## config.mk

```make
export PLATFORM = sky130hd
export DESIGN_NAME = task_slot_table_scheduler
export DESIGN_NICKNAME = d
export VERILOG_FILES = /design/src/hw/rtl/tsts_pkg.sv /design/src/hw/rtl/tsts_ram.sv /design/src/hw/rtl/task_slot_table_scheduler.sv
export SDC_FILE = /design/constraint.sdc
export NUM_CORES = 1
export LEC_CHECK = 0
export BUFFER_PORTS_ARGS = -buffer_cell sky130_fd_sc_hd__buf_4
export CORE_MARGIN = 8
export CORE_UTILIZATION = 39
export CTS_BUF_LIST = sky130_fd_sc_hd__clkbuf_16
export CTS_CLUSTER_SIZE = 10
export DETAILED_ROUTE_END_ITERATION = 7
export PLACE_DENSITY = 0.62
export SYNTH_ARGS = -nofsm -noshare
export SYNTH_HDL_FRONTEND = slang
export SYNTH_SLANG_ARGS = --single-unit
export TNS_END_PERCENT = 10
```

## constraint.sdc

```tcl
create_clock -name clk_i -period 4.9 [get_ports clk_i]
set_input_delay 0.245 -clock clk_i [delete_from_list [all_inputs] [get_ports clk_i]]
set_output_delay 0.245 -clock clk_i [all_outputs]
set_load 0.02 [all_outputs]
```

## src/hw/rtl/tsts_pkg.sv

```systemverilog
`default_nettype none

package tsts_pkg;

  // Table geometry.
  localparam int unsigned SLOTS    = 16;
  localparam int unsigned SLOT_W   = $clog2(SLOTS);
  localparam int unsigned CNT_W    = $clog2(SLOTS + 1);

  // Field widths fixed by the interface.
  localparam int unsigned OP_W     = 3;
  localparam int unsigned PID_W    = 22;
  localparam int unsigned ST_W     = 2;
  localparam int unsigned IDX_W    = 4;
  localparam int unsigned PEND_W   = 8;
  localparam int unsigned PEND_MAX = 255;

  // One memory word holds the process id above the status.
  localparam int unsigned WORD_W   = PID_W + ST_W;

  // Ring start of an add is (current + pending) mod SLOTS, reduced by
  // restoring subtraction of SLOTS << k for k = MOD_STEPS-1 down to 0.
  localparam int unsigned MOD_STEPS = $clog2((SLOTS + PEND_MAX) / SLOTS + 1);
  localparam int unsigned MODK_W    = $clog2(MOD_STEPS + 1);
  localparam int unsigned SUM_W     = SLOT_W + MOD_STEPS + 1;

  typedef enum logic [OP_W-1:0] {
    OP_ADD    = 3'd0,
    OP_TAKE   = 3'd1,
    OP_SET    = 3'd2,
    OP_REMOVE = 3'd3,
    OP_FIND   = 3'd4,
    OP_BUMP   = 3'd5
  } op_e;

  typedef enum logic [ST_W-1:0] {
    ST_PENDING    = 2'd0,
    ST_WAITING    = 2'd1,
    ST_PROCESSING = 2'd2,
    ST_FINISHED   = 2'd3
  } status_e;

  typedef enum logic [1:0] {
    FSM_IDLE,
    FSM_MOD,
    FSM_SCAN,
    FSM_UPDATE
  } fsm_e;

endpackage

`default_nettype wire

```

## src/hw/rtl/tsts_ram.sv

```systemverilog
`default_nettype none

module tsts_ram #(
  parameter int unsigned WIDTH = 8,
  parameter int unsigned DEPTH = 16
) (
  input  logic                     clk_i,
  input  logic                     we_i,
  input  logic [$clog2(DEPTH)-1:0] waddr_i,
  input  logic [WIDTH-1:0]         wdata_i,
  input  logic                     re_i,
  input  logic [$clog2(DEPTH)-1:0] raddr_i,
  output logic [WIDTH-1:0]         rdata_o
);

  logic [WIDTH-1:0] mem_q [DEPTH];
  logic [WIDTH-1:0] rdata_q;

  always_ff @(posedge clk_i) begin
    if (we_i) begin
      mem_q[waddr_i] <= wdata_i;
    end
    if (re_i) begin
      rdata_q <= mem_q[raddr_i];
    end
  end

  assign rdata_o = rdata_q;

endmodule

`default_nettype wire

```

## src/hw/rtl/task_slot_table_scheduler.sv

```systemverilog
`default_nettype none

// Task slot table scheduler: a ring of SLOTS task slots, each with a used mark
// (flip-flops) and a process id and status (one synchronous RAM word). The
// block works on one operation at a time and returns exactly one result per
// input transfer. Bump pending, unknown opcodes, add on a full table and
// take-next with a zero pending count go from the input transfer straight
// to the final step. Take-next, set status, remove and find walk the ring
// one slot per cycle through the RAM read port; add first reduces current +
// pending modulo SLOTS by restoring subtraction and then walks the used
// marks. The next input transfer is taken only once the final step has
// loaded the previous result. The pace is set by the single RAM read port,
// one slot per cycle. A finished result sits in an output register, so the
// next input transfer is taken while the previous result still waits; that
// operation only stalls at its final step until the output register is
// free. All RAM writes happen in that final step, before the next operation
// can read, so no forwarding is needed. The pending count saturates at 255.
module task_slot_table_scheduler (
  input  logic                        clk_i,
  input  logic                        rst_ni,
  input  logic                        in_valid_i,
  output logic                        in_ready_o,
  input  logic [tsts_pkg::OP_W-1:0]   opcode_i,
  input  logic [tsts_pkg::PID_W-1:0]  task_pid_i,
  input  logic [tsts_pkg::ST_W-1:0]   new_status_i,
  output logic                        out_valid_o,
  input  logic                        out_ready_i,
  output logic                        ok_o,
  output logic [tsts_pkg::IDX_W-1:0]  slot_index_o,
  output logic [tsts_pkg::PID_W-1:0]  found_pid_o,
  output logic [tsts_pkg::PEND_W-1:0] pending_now_o
);

  import tsts_pkg::*;

  function automatic logic [SLOT_W-1:0] next_slot(input logic [SLOT_W-1:0] s);
    logic [SLOT_W-1:0] r;
    if (s == SLOT_W'(SLOTS - 1)) begin
      r = '0;
    end else begin
      r = s + 1'b1;
    end
    return r;
  endfunction

  // Control state.
  fsm_e               state_q, state_d;
  logic [SLOTS-1:0]   used_q, used_d;
  logic [SLOT_W-1:0]  cur_q, cur_d;
  logic [PEND_W-1:0]  pend_q, pend_d;
  logic [CNT_W-1:0]   used_cnt_q, used_cnt_d;
  logic [MODK_W-1:0]  mod_k_q, mod_k_d;
  logic [SLOT_W-1:0]  issue_addr_q, issue_addr_d;
  logic [CNT_W-1:0]   issue_cnt_q, issue_cnt_d;
  logic               chk_vld_q, chk_vld_d;
  logic               chk_last_q, chk_last_d;
  logic [SLOT_W-1:0]  chk_addr_q, chk_addr_d;
  logic               hit_q, hit_d;
  logic               out_valid_q, out_valid_d;

  // Operation and result payload.
  logic [OP_W-1:0]    op_q;
  logic [PID_W-1:0]   pid_q;
  status_e            st_q;
  logic [SUM_W-1:0]   rem_q, rem_d;
  logic [SLOT_W-1:0]  slot_q, slot_d;
  logic [WORD_W-1:0]  data_q, data_d;
  logic               ok_q, ok_d;
  logic [IDX_W-1:0]   idx_q, idx_d;
  logic [PID_W-1:0]   fpid_q, fpid_d;
  logic [PEND_W-1:0]  pnow_q, pnow_d;

  // Memory port.
  logic               ram_we;
  logic [WORD_W-1:0]  ram_wdata;
  logic               ram_re;
  logic [WORD_W-1:0]  ram_rdata;

  logic               in_xfer;
  logic               chk_used;
  status_e            rd_st;
  logic [PID_W-1:0]   rd_pid;
  logic               hit_cond;
  status_e            dq_st;
  logic [PID_W-1:0]   dq_pid;
  logic [PEND_W-1:0]  pend_inc;
  logic [SUM_W-1:0]   mod_div;
  logic [SUM_W-1:0]   mod_rem;
  logic               ok_v;
  logic [PID_W-1:0]   fpid_v;

  assign in_ready_o = (state_q == FSM_IDLE);
  assign in_xfer    = in_valid_i && in_ready_o;

  tsts_ram #(
    .WIDTH (WORD_W),
    .DEPTH (SLOTS)
  ) u_ram (
    .clk_i   (clk_i),
    .we_i    (ram_we),
    .waddr_i (slot_q),
    .wdata_i (ram_wdata),
    .re_i    (ram_re),
    .raddr_i (issue_addr_q),
    .rdata_o (ram_rdata)
  );

  // The entry checked in this cycle is the one whose read was issued in the
  // cycle before; its used mark comes straight from the flip-flops.
  assign chk_used = used_q[chk_addr_q];
  assign rd_st    = status_e'(ram_rdata[ST_W-1:0]);
  assign rd_pid   = ram_rdata[WORD_W-1:ST_W];
  assign dq_st    = status_e'(data_q[ST_W-1:0]);
  assign dq_pid   = data_q[WORD_W-1:ST_W];
  assign pend_inc = (pend_q == PEND_W'(PEND_MAX)) ? pend_q : pend_q + 1'b1;
  assign mod_div  = SUM_W'(SLOTS) << mod_k_q;
  assign mod_rem  = (rem_q >= mod_div) ? rem_q - mod_div : rem_q;

  always_comb begin
    unique case (op_q) inside
      OP_ADD: begin
        hit_cond = !chk_used;
      end
      OP_TAKE: begin
        hit_cond = chk_used && (rd_st == ST_PENDING || rd_st == ST_WAITING);
      end
      OP_SET, OP_REMOVE, OP_FIND: begin
        hit_cond = chk_used && (rd_pid == pid_q);
      end
      default: begin
        hit_cond = 1'b0;
      end
    endcase
  end

  always_comb begin
    state_d      = state_q;
    used_d       = used_q;
    cur_d        = cur_q;
    pend_d       = pend_q;
    used_cnt_d   = used_cnt_q;
    mod_k_d      = mod_k_q;
    issue_addr_d = issue_addr_q;
    issue_cnt_d  = issue_cnt_q;
    chk_vld_d    = 1'b0;
    chk_last_d   = chk_last_q;
    chk_addr_d   = chk_addr_q;
    hit_d        = hit_q;
    rem_d        = rem_q;
    slot_d       = slot_q;
    data_d       = data_q;
    out_valid_d  = out_valid_q && !out_ready_i;
    ok_d         = ok_q;
    idx_d        = idx_q;
    fpid_d       = fpid_q;
    pnow_d       = pnow_q;
    ram_we       = 1'b0;
    ram_wdata    = data_q;
    ram_re       = 1'b0;
    ok_v         = 1'b0;
    fpid_v       = '0;

    unique case (state_q)
      FSM_IDLE: begin
        if (in_xfer) begin
          hit_d       = 1'b0;
          slot_d      = '0;
          issue_cnt_d = '0;
          unique case (opcode_i) inside
            OP_ADD: begin
              if (used_cnt_q != CNT_W'(SLOTS)) begin
                rem_d   = SUM_W'(cur_q) + SUM_W'(pend_q);
                mod_k_d = MODK_W'(MOD_STEPS - 1);
                state_d = FSM_MOD;
              end else begin
                state_d = FSM_UPDATE;
              end
            end
            OP_TAKE: begin
              if (pend_q != '0) begin
                issue_addr_d = cur_q;
                state_d      = FSM_SCAN;
              end else begin
                state_d = FSM_UPDATE;
              end
            end
            OP_SET, OP_REMOVE, OP_FIND: begin
              issue_addr_d = '0;
              state_d      = FSM_SCAN;
            end
            default: begin
              state_d = FSM_UPDATE;
            end
          endcase
        end
      end

      FSM_MOD: begin
        rem_d = mod_rem;
        if (mod_k_q == '0) begin
          issue_addr_d = mod_rem[SLOT_W-1:0];
          state_d      = FSM_SCAN;
        end else begin
          mod_k_d = mod_k_q - 1'b1;
        end
      end

      FSM_SCAN: begin
        ram_re = (issue_cnt_q != CNT_W'(SLOTS));
        if (ram_re) begin
          issue_addr_d = next_slot(issue_addr_q);
          issue_cnt_d  = issue_cnt_q + 1'b1;
        end
        chk_vld_d  = ram_re;
        chk_addr_d = issue_addr_q;
        chk_last_d = (issue_cnt_q == CNT_W'(SLOTS - 1));
        if (chk_vld_q && hit_cond) begin
          hit_d     = 1'b1;
          slot_d    = chk_addr_q;
          data_d    = ram_rdata;
          chk_vld_d = 1'b0;
          state_d   = FSM_UPDATE;
        end else if (chk_vld_q && chk_last_q) begin
          chk_vld_d = 1'b0;
          state_d   = FSM_UPDATE;
        end
      end

      FSM_UPDATE: begin
        if (!out_valid_q || out_ready_i) begin
          case (op_q) inside
            OP_ADD: begin
              if (hit_q) begin
                used_d[slot_q] = 1'b1;
                ram_we         = 1'b1;
                ram_wdata      = {pid_q, ST_PENDING};
                pend_d         = pend_inc;
                used_cnt_d     = used_cnt_q + 1'b1;
                ok_v           = 1'b1;
                fpid_v         = pid_q;
              end
            end
            OP_TAKE: begin
              if (hit_q) begin
                ram_we    = 1'b1;
                ram_wdata = {dq_pid, ST_PROCESSING};
                cur_d     = next_slot(slot_q);
                pend_d    = pend_q - 1'b1;
                ok_v      = 1'b1;
                fpid_v    = dq_pid;
              end
            end
            OP_SET: begin
              if (hit_q && dq_st != st_q) begin
                ram_we    = 1'b1;
                ram_wdata = {dq_pid, st_q};
                if (st_q == ST_PENDING || st_q == ST_WAITING) begin
                  pend_d = pend_inc;
                end
                ok_v   = 1'b1;
                fpid_v = dq_pid;
              end
            end
            OP_REMOVE: begin
              if (hit_q) begin
                used_d[slot_q] = 1'b0;
                if (used_cnt_q != '0) begin
                  used_cnt_d = used_cnt_q - 1'b1;
                end
                ok_v   = 1'b1;
                fpid_v = dq_pid;
              end
            end
            OP_FIND: begin
              if (hit_q) begin
                ok_v   = 1'b1;
                fpid_v = dq_pid;
              end
            end
            OP_BUMP: begin
              pend_d = pend_inc;
              ok_v   = 1'b1;
            end
            default: begin
              ok_v = 1'b0;
            end
          endcase
          ok_d        = ok_v;
          idx_d       = (ok_v && op_q != OP_BUMP) ? IDX_W'(slot_q) : '0;
          fpid_d      = fpid_v;
          pnow_d      = pend_d;
          out_valid_d = 1'b1;
          state_d     = FSM_IDLE;
        end
      end

      default: begin
        state_d = FSM_IDLE;
      end
    endcase
  end

  always_ff @(posedge clk_i or negedge rst_ni) begin
    if (!rst_ni) begin
      state_q      <= FSM_IDLE;
      used_q       <= '0;
      cur_q        <= '0;
      pend_q       <= '0;
      used_cnt_q   <= '0;
      mod_k_q      <= '0;
      issue_addr_q <= '0;
      issue_cnt_q  <= '0;
      chk_vld_q    <= 1'b0;
      chk_last_q   <= 1'b0;
      chk_addr_q   <= '0;
      hit_q        <= 1'b0;
      out_valid_q  <= 1'b0;
    end else begin
      state_q      <= state_d;
      used_q       <= used_d;
      cur_q        <= cur_d;
      pend_q       <= pend_d;
      used_cnt_q   <= used_cnt_d;
      mod_k_q      <= mod_k_d;
      issue_addr_q <= issue_addr_d;
      issue_cnt_q  <= issue_cnt_d;
      chk_vld_q    <= chk_vld_d;
      chk_last_q   <= chk_last_d;
      chk_addr_q   <= chk_addr_d;
      hit_q        <= hit_d;
      out_valid_q  <= out_valid_d;
    end
  end

  always_ff @(posedge clk_i) begin
    if (in_xfer) begin
      op_q  <= opcode_i;
      pid_q <= task_pid_i;
      st_q  <= status_e'(new_status_i);
    end
    rem_q  <= rem_d;
    slot_q <= slot_d;
    data_q <= data_d;
    ok_q   <= ok_d;
    idx_q  <= idx_d;
    fpid_q <= fpid_d;
    pnow_q <= pnow_d;
  end

  assign out_valid_o   = out_valid_q;
  assign ok_o          = ok_q;
  assign slot_index_o  = idx_q;
  assign found_pid_o   = fpid_q;
  assign pending_now_o = pnow_q;

  // The used count always matches the number of used marks.
  a_used_count : assert property (@(posedge clk_i) disable iff (!rst_ni)
    used_cnt_q == CNT_W'($countones(used_q)))
    else $error("used count out of step with used marks");

  // A new result appears only out of the final step of an operation.
  a_result_source : assert property (@(posedge clk_i) disable iff (!rst_ni)
    $rose(out_valid_q) |-> $past(state_q == FSM_UPDATE))
    else $error("result loaded outside the final step");

  // An add that reaches its final step with a hit always claims a free slot.
  a_add_free : assert property (@(posedge clk_i) disable iff (!rst_ni)
    (state_q == FSM_UPDATE && hit_q && op_q == OP_ADD) |-> !used_q[slot_q])
    else $error("add claimed a used slot");

  // An add is only started on a table with room, so its walk never ends
  // on a used last slot without a hit.
  a_add_no_miss : assert property (@(posedge clk_i) disable iff (!rst_ni)
    (state_q == FSM_SCAN && op_q == OP_ADD && chk_vld_q && chk_last_q)
      |-> !chk_used || $past(hit_q) || hit_cond)
    else $error("add walked the whole ring without a free slot");

endmodule

`default_nettype wire

```

# Word level (Yosys, flattened, before mapping)
# Memories as Yosys holds them, arrays and structs flattened. A register that Yosys moved wholly into a read port is not among the register bits.
# Index checks and enable logic that the tools add are counted.
totals:
  elab_cells: 229
  ramBits: 384
  input_bits: 31
  out_inout_bits: 37
  memories: 1
  reg_bits: 155
memory_table:
  columns: ["name", "words", "width", "read_ports", "rd_ports_with_merged_regs", "wr", "line_no", "text"]
  rows:
  - ["u_ram.mem_q", 16, 24, 1, 1, 1, "tsts_ram.sv:16", "logic [WIDTH-1:0] mem_q [DEPTH];"]
classes:
  bitwise: 4
  shift: 1
  order_cmp: 4
  add_sub_neg: 10
  reduce_logical: 42
  eq_ne: 39
  muxes: 104
ops:
  columns: ["cell", "n"]
  rows:
  - ["$mux W22", 8]
  - ["$mux W16", 6]
  - ["$mux W24", 4]
  - ["$mux W8", 11]
  - ["$mux W5", 9]
  - ["$mux W10", 4]
  - ["$mux W4", 8]
  - ["$mux W1", 28]
  - ["$eq A22 B22 Y1", 1]
  - ["$mux W2", 10]
  - ["$pmux W10 S2", 1]
  - ["$ne A2 B2 Y1 const B", 9]
  - ["$and A16 B16 Y16", 1]
  - ["$not A16 Y16", 1]
  - ["$or A16 B16 Y16", 1]
  - ["$pmux W4 S2", 2]
  - ["$reduce_and A5 Y1", 3]
  - ["$eq A3 B2 Y1 const B", 4]
  - ["$mux W3", 4]
  - ["$pmux W4 S3", 1]
  - ["$add A5 B1 Y5 const B", 2]
  - ["$ge A10 B10 Y1", 1]
  - ["$lt A4 B5 Y1 const B", 2]
  - ["$ne A5 B5 Y1 const B", 2]
  - ["47 further kinds", 81]

# Longest topological paths before layout
# Gate-level depths: netlist (run 1).
logic_depth:
  word_depth: 11
  mapped_depth: 10
  ltp_nobuf: 8

# Cells and area by module
# A second synthesis (run 1) with hierarchy kept.
unflattened:
  cells_unflattened: 1322
  hier_area_um2: 23137.2
by_module_without_submodules:
  columns: ["mod", "seq_area_each_um2", "area_each_um2", "cells_per_inst", "instances"]
  rows:
  - ["tsts_ram", 12251.8, 15170.8, 636, 1]
  - ["task_slot_table_scheduler", 4199.0, 7966.4, 686, 1]

# Worst setup path before layout (run 1)
# OpenSTA, ideal clock, no wires.
synth_timing:
  path_kind: "register -> register"
  start: "reg chk_addr_q[0]"
  end: "reg data_q[0] (enable)"
  path_stages_with_launch: 7
  setup_slack_ns: 1.115
  t_arrival_ns: 3.348
  period_less_slack_ns: 3.785
  setup_time_ns: 0.438
  t_required_ns: 4.462
  n_path_buf: 1
  cell_sequence: "dfrtp_1 > buf_6 > mux4_2 > mux4_2 > clkinv_1 > a211oi_2 > nor3_1"
synth_between:
  elab_chain_cells: 6
  word_cells_on_any_way: 8
  classes_between: "mux (3); reduce/logical (5)"
synth_lines:
  columns: ["item", "line_no", "text"]
  rows:
  - ["start, declared", "task_slot_table_scheduler.sv:57", "logic [SLOT_W-1:0] chk_addr_q, chk_addr_d;"]
  - ["start signal, assigned", "task_slot_table_scheduler.sv:329", "chk_addr_q <= chk_addr_d;"]
  - ["$bmux W1 S4 *", "task_slot_table_scheduler.sv:110", "assign chk_used = used_q[chk_addr_q];"]
  - ["$mux W1 (not written as such) *", "task_slot_table_scheduler.sv:110", null]
  - ["$logic_and A1 B1 Y1, or another cell as far along", "task_slot_table_scheduler.sv:128", "hit_cond = chk_used && (rd_pid == pid_q);"]
  - ["$pmux W1 S3 *", "task_slot_table_scheduler.sv:120", "unique case (op_q) inside"]
  - ["$logic_and A1 B1 Y1 *", "task_slot_table_scheduler.sv:217", "if (chk_vld_q && hit_cond) begin"]
  - ["$reduce_and A2 Y1 (no line) *", null, null]
  - ["end signal, assigned", "task_slot_table_scheduler.sv:343", "data_q <= data_d;"]
  - ["end, declared", "task_slot_table_scheduler.sv:67", "logic [WORD_W-1:0] data_q, data_d;"]
# Every way passes the cells marked *; elsewhere a longest branch is shown, timed or not. The select of a mux whose other input is x is not followed.
# A chain may end at the register's enable or synchronous reset.

# Worst setup path in the final report (run 1)
layout_timing:
  start: "reg state_q[1]"
  end: "mem u_ram.mem_q[15][1] in the netlist's numbering (data pin)"
layout_between:
  elab_chain_cells: 2
layout_lines:
  columns: ["item", "line_no", "text"]
  rows:
  - ["start, declared", "task_slot_table_scheduler.sv:47", "fsm_e state_q, state_d;"]
  - ["start signal, assigned", "task_slot_table_scheduler.sv:319", "state_q <= state_d;"]
  - ["$eq A2 B2 Y1", "task_slot_table_scheduler.sv:163", "unique case (state_q)"]
  - ["$mux W24", "task_slot_table_scheduler.sv:163", null]
  - ["via ram_wdata[1]", "task_slot_table_scheduler.sv:75", "logic [WORD_W-1:0] ram_wdata;"]
  - ["end, declared", "tsts_ram.sv:16", null]
# The timed path passes the listed nets, and every way through them passes these cells.

==> results of run 1 <==
-- metrics by stage --
stage	hold WS (ps)	area [um2]	instances	power [mW]	utilization, %
final	119	26700	2185	13.3	45.5
after global routing	143	26700	2184	13.9	45.5
after CTS	104	26700	2184	13.5	45.5
after detailed placement	368	24500	2064	9.04	41.8
after global placement	356	24500	2064	9.00	41.8
after floorplan	-50.6	23100	1264	8.08	-
-- power by group --
part | internal, mW | leakage (nW) | switching, mW
Clock | 2.50 | 0.966 | 1.87
Sequential | 5.73 | 5.29 | 0.427
Combinational | 1.23 | 2.75 | 1.57
Total | 9.47 | 9.00 | 3.87
-- flip-flops by register name, indices dropped and copies added (netlist names), named ones only --
name and count:
pid_q 22, state_q 2, issue_addr_q 4, chk_last_q 1, st_q 2, slot_index_o 4
rem_q 4, pending_now_o 8, mod_k_q 3, hit_q 1, u_ram.rdata_o 24, pend_q 8
chk_addr_q 4, cur_q 4, used_cnt_q 5, op_q 3, issue_cnt_q 5, u_ram.mem_q 384
data_q 24, slot_q 4, ok_o 1, out_valid_o 1, chk_vld_q 1, found_pid_o 22
-- cell type report --
cell class / count / area share [%]
clock inverters: 23 / 0.651
clock buffers: 68 / 6.37
diodes: 1 / 0.00937
repair buffers: 125 / 3.93
flip-flops and latches: 557 / 61.6
inverters: 26 / 0.366
well taps: 773 / 3.62
multi-input cells: 612 / 23.4
-- cells in the mapped netlist (all sizes together) (3+ instances only) --
cell / instances
mux2i: 8
or2: 3
o32a: 3
nor3: 9
clkbuf: 51
mux4: 125
edfxtp: 502
a21o: 6
a211o: 3
nor2: 29
o21ai: 40
a211oi: 6
xor2: 5
inv: 25
o31ai: 6
a311oi: 3
a22o: 22
ha: 24
o21a: 7
nor2b: 10
a31oi: 7
and2: 15
nand2b: 4
a22oi: 6
and3: 22
a21oi: 36
nor4: 5
dfrtp: 55
nand3: 14
a21boi: 4
nand2: 72
nand4: 9
buf: 18
mux2: 48
xnor2: 31
-- metal layers --
metal | vias up | share of wire [%] | GRT usage [%]
li1 | 5321 | - | -
met1 | 6396 | 43 | 22.2
met2 | 477 | 48 | 26.1
met3 | 74 | 6.7 | 3.18
met4 | 0 | 2.0 | 5.01
met5 | - | 0 | 0
-- critical path, delay by kind of cell, from the launching register on --
family	cells	cell delay, ps
adders and majority gates	1	280
buffers and inverters	2	730
and+or+nand+nor	2	620
AOI/OAI and AO/OA	2	980
DFF	1	370
-- how the worst max path moves through the flow --
stage	startpoint	to	slack [ps]	depth (start not counted)
6_report	state_q[1]	u_ram.mem_q[15][1]	1520	7
5_1_grt	state_q[1]	u_ram.mem_q[3][1]	1320	7
4_1_cts	op_q[1]	data_q[8]	1590	6
3_5_place_dp	op_q[1]	data_q[10]	1630	6
3_3_place_gp	op_q[1]	data_q[8]	1650	6
2_1_floorplan	chk_addr_q[0]	data_q[0]	1110	6
-- cells by family after synthesis --
group | count (synthesis) | share of synthesized area, %
compound gates | 167 | 4.92
xor+xnor | 36 | 1.37
fa+ha+maj | 26 | 1.48
buf+inv | 95 | 1.60
flops | 557 | 71.4
mux | 181 | 14.9
simple gates | 202 | 4.36
==> out/qor.txt, run 1 <==
status: complete, no violations
crit-path cells: ha_1 > nand2_1 > inv_2 > buf_4 > and3_1 > a21oi_1 > a31oi_1
first-pass GRT wire length: 81.4 mm
Nets: 1,446
FF-to-FF Start: state_q[1]
Synth cell types: 68
initial cell density of the core: 39.3%
total wire length: 54.9 mm
Worst Hold Endpoint: out_valid_o
Sequential Area: 16,500 um2
max cap viols: 0
FMAX: 0.296 GHz
starting DRC count in detailed routing: 1,167
H-Tree Depth: 3
hold_sp: out_ready_i
Multi-input gate area: 6250 um2
Synth area leaders: edfxtp_1 65%, mux4_2 12%, dfrtp_1 6.0%
Final period util: 68.9%
vias per inst: 5.61
post_cts resized: 0
crit-path max FO: 45
Final Skew: 18.3 ps
r2r endpoint: u_ram.mem_q[15][1]
register area share after synthesis: 71.4%
Final GP Congestion: 0.857
DRC: 0
Area growth, synth to finish: 15.8%
Mapped Cells: 1,264
Rel. slew slack: 16.4%
Syn Nets: 1,321
Die ar.: 67,100 um2
unrepaired setup endpoints after global routing: false
leakage: 9.00 nW
largest net degree at the start of global routing: 97
CTS Buffer Depth: 3
Root Buffer: clkbuf_16
die extent in y: 259 um
Hold Path Class: in -> reg
Syn Area/Cell: 18.2 um2
worst slew pin tran: 1250 ps
Yosys reg bits: 557
CTS tree: built
Setup crit end kind: flip-flop
row count: 89
Setup Viol. Count Final: 0
Post-CTS Setup Bufs: 0
CORE AREA: 58,700 um2
First-pass DRT Iterations: 8
hold_buf cts: 29
post-route ant nets: 0
clk sinks: 557
initial antenna violation count: 1
layout cells sized above 1: 25.7%
most frequent cells in the layout: 502 x edfxtp_1, 125 x mux4_2, 93 x buf_4
Final WS setup: 1520 ps
worst path required time: 5120 ps
Num CTS Buffers: 67
pwr/cell area: 499 nW/um2
Fillers: 4,971
Setup Slack @ Placement: 1630 ps
slowest stage delay, CP: 900 ps
gr usage total: 16.2%
commonest non-fill, non-tap cell in the layout: edfxtp_1
Main synth FF type: edfxtp_1
grt ovf: 0
# IOs: 68
clock-pin transition on the worst setup and hold timing paths: 50 ps
vias in the first global route: 12,500
Slew Viols, Final: 0
top-area cell type share of the netlist area: 65.4%
Period minus WS final: 3380 ps
Die X: 259 um
synthesized area: 23,100 um2
Reg2Reg Depth: 7
nature of the critical path startpoint: flip-flop
routed len/inst: 25.1 um
fraction of registers with async set/reset: 9.87%
worst ir drop on vdd: 0.000288 V
Worst Hold Depth: 3
setup TNS: 0 ps
vias: 12,300
Worst EP arrival: 3600 ps
number of flops mapped to enable cells by yosys: 502
crit path kind: reg -> reg
Clock Latency Late Sink: 600 ps
Slowest-stage cell, CP: a31oi_1
Hold Vio Cnt, Final: 0
R2R Setup Slk: 1520 ps
Detail Placement HPWL: 30.2 mm
Ys Warns: 0
Port Buffers: 67
most area-hungry cell type in the Yosys netlist: edfxtp_1
No activity file was read; power rests on OpenSTA's default activity.
==> inputs of run 2 (changes only) <==
--- a/config.mk
+++ b/config.mk
@@ -5,13 +5,14 @@
 export SDC_FILE = /design/constraint.sdc
 export NUM_CORES = 1
 export LEC_CHECK = 0
+export ABC_AREA = 1
 export BUFFER_PORTS_ARGS = -buffer_cell sky130_fd_sc_hd__buf_4
 export CORE_MARGIN = 8
 export CORE_UTILIZATION = 39
 export CTS_BUF_LIST = sky130_fd_sc_hd__clkbuf_16
 export CTS_CLUSTER_SIZE = 10
 export DETAILED_ROUTE_END_ITERATION = 7
-export PLACE_DENSITY = 0.62
+export PLACE_DENSITY = 0.64
 export SYNTH_ARGS = -nofsm -noshare
 export SYNTH_HDL_FRONTEND = slang
 export SYNTH_SLANG_ARGS = --single-unit
==> constraint.sdc (replaced) <==
create_clock -name clk_i -period 2.75 [get_ports clk_i]
set_input_delay 0.1375 -clock clk_i [delete_from_list [all_inputs] [get_ports clk_i]]
set_output_delay 0.1375 -clock clk_i [all_outputs]
set_load 0.02 [all_outputs]
==> run 2 against run 1 <==
- clock power is 61% higher
- sequential cell count stayed put
- routed wire length is 19% higher
- final cell count is 33% higher
- non-clock buffer count is 64 higher
- clock skew is 24 ps higher
- global-route usage is 2.6 points higher
- synthesized area is 2.3% higher
- via count is 31% higher
- first-iteration DRC count is 60% higher
- critical path type unchanged
==> out/qor.txt, run 2 <==
final cell count without fillers: 2,899
largest net degree at the start of global routing: 112
setup TNS: 0 ps
CTS Buffer Depth: 3
Slowest-stage cell, CP: o22ai_1
M2 GR Usage: 29.7%
Synth area leaders: edfxtp_1 64%, dfrtp_1 5.8%, o21ai_0 4.6%
most area-hungry cell type in the Yosys netlist: edfxtp_1
Main synth FF type: edfxtp_1
Syn Nets: 2,005
switching fraction of total power: 36.5%
register area share after synthesis: 69.8%
synthesized area: 23,600 um2
crit-path cells: ha_1 > inv_1 > nor2_4 > inv_1 > buf_4 > nor2_1 > o22ai_1
Num CTS Buffers: 61
Slew Viols, Final: 0
Inserted Diodes: 0
First-pass DRT Iterations: 5
Post-synth top cells: 502 x edfxtp_1, 257 x nand2_1, 218 x o21ai_0
Setup Slack @ Placement: 303 ps
pwr/cell area: 972 nW/um2
Period minus WS final: 2470 ps
Nets: 2,152
clk sinks: 557
max cap viols: 0
grt ovf: 0
Final period util: 89.7%
post_cts resized: 0
CTS tree: built
initial antenna violation count: 1
FF-to-FF Start: state_q[0]
R2R Setup Slk: 280 ps
number of flip-flops in the largest register: 384
Port Buffers: 67
slowest stage delay, CP: 950 ps
worst path required time: 3000 ps
Worst path top cell family by delay: compound AO/OA/AOI/OAI gates
Detail Placement HPWL: 40.2 mm
most frequent cell after synthesis: edfxtp_1
worst path bufs/invs: 3
CORE AREA: 60,000 um2
Yosys reg bits: 557
routed len/inst: 22.5 um
Area growth, synth to finish: 16.9%
Root Buffer: clkbuf_16
largest reg by FF count: u_ram.mem_q
CP Launch Point: state_q[0]
CP Capture Point: u_ram.mem_q[0][4]
global-route layer with the greatest usage: met2
fraction of registers with async set/reset: 9.87%
Die ar.: 68,600 um2
layout cells sized above 1: 14.4%
Ys Warns: 0
crit-path max FO: 16
gr usage total: 18.8%
die extent in y: 262 um
H-Tree Depth: 2
met3 Resource Use GR: 4.93%
vias: 16,100
Net Sw Power: 9.77 mW
Final GP Congestion: 0.852
vias in the first global route: 16,300
r2r endpoint: u_ram.mem_q[0][4]
worst slew pin tran: 1270 ps
most frequent cells in the layout: 502 x edfxtp_1, 255 x nand2_1, 218 x o21ai_0
Hold Path Class: in -> async
Post-CTS Setup Bufs: 0
clock share of power: 26.3%
GR Util met1: 25.0%
Syn Area/Cell: 12.1 um2
Internal: 17.0 mW
Sequential Area: 16,500 um2
Synth cell types: 49
crit-path most repeated cell: inv_1
Worst EP arrival: 2710 ps
Setup crit end kind: flip-flop
first-pass GRT wire length: 98.5 mm
worst ir drop on vdd: 0.000535 V
commonest non-fill, non-tap cell in the layout: edfxtp_1
clock-pin transition on the worst setup and hold timing paths: 60 ps
Reg2Reg Depth: 7
crit path kind: reg -> reg
unrepaired setup endpoints after global routing: false
nature of the critical path startpoint: flip-flop
# IOs: 68
sequential share of power: 41.6%
leakage: 9.92 nW
status: complete, no violations
Placed Cells: 2,784
DRC: 0
starting DRC count in detailed routing: 1,864
initial cell density of the core: 39.3%
total wire length: 65.3 mm
Multi-input gate area: 6220 um2
Clock Latency Late Sink: 650 ps
number of flops mapped to enable cells by yosys: 502
row count: 90
Final WS setup: 283 ps
Hold Vio Cnt, Final: 0
Rel. slew slack: 15.3%
post-route ant nets: 0
Fillers: 5,329
top-area cell type share of the netlist area: 63.9%
CP Depth: 7
vias per inst: 5.56
Die X: 262 um
Final Skew: 42.0 ps
combinational share of power: 32.1%
FMAX: 0.405 GHz
Setup Viol. Count Final: 0
Mapped Cells: 1,948
-- run 2: kinds of logic after synthesis --
kind of cell	count (synthesis)	synth area share, %
simple gates	562	10.0
compound gates	532	13.5
xor+xnor	28	1.04
fa+ha+maj	26	1.44
buf+inv	243	4.20
flops	557	69.8
-- run 2: area by class of cell --
cell class / count / area share, %
timing repair buffer: 189 / 6.15
tap: 782 / 3.55
clock inverter: 24 / 0.563
sequential: 557 / 59.7
clock buffer: 61 / 5.54
inverter: 138 / 1.90
multi-input combinational: 1148 / 22.6
-- run 2: power by group through the flow --
stage               Clock, mW  Combinational, mW  Sequential (mW)
floorplan                   0               5.25             11.1
global placement            0               8.31             11.3
detailed placement          0               8.44             11.3
CTS                      7.19               8.51             11.1
global route             7.49               9.40             11.2
finish                   7.05               8.59             11.1
-- run 2: worst min path at each step --
stage | from | to | slack (ps)
floorplan | rst_ni | async pin | -160
global placement | rst_ni | used_cnt_q[2] | 250
detailed placement | rst_ni | used_cnt_q[2] | 260
CTS | rst_ni | used_cnt_q[3] | 120
global route | rst_ni | used_cnt_q[3] | 180
finish | rst_ni | mod_k_q[2] | 130
-- run 2: per-layer routing --
metal	part of all wire [%]	wire (um)
met4	3.1	2020
met1	40	26400
met3	11	6970
met5	0	0
met2	46	29900
-- run 2: what timing repair did --
item,4_1_cts,5_1_grt
endpoints found under the setup margin,0,0
hold buffers,30,0
endpoints found under the hold margin,85,0
-- run 2: through the flow --
step / util [%] / power [mW] / hold WS, ps / cell area (um2)
floorplan: - / 16.4 / -158 / 23600
global placement: 42.6 / 19.6 / 248 / 25600
detailed placement: 42.6 / 19.7 / 256 / 25600
CTS: 45.9 / 26.8 / 123 / 27600
global route: 45.9 / 28.1 / 185 / 27600
finish: 45.9 / 26.8 / 130 / 27600
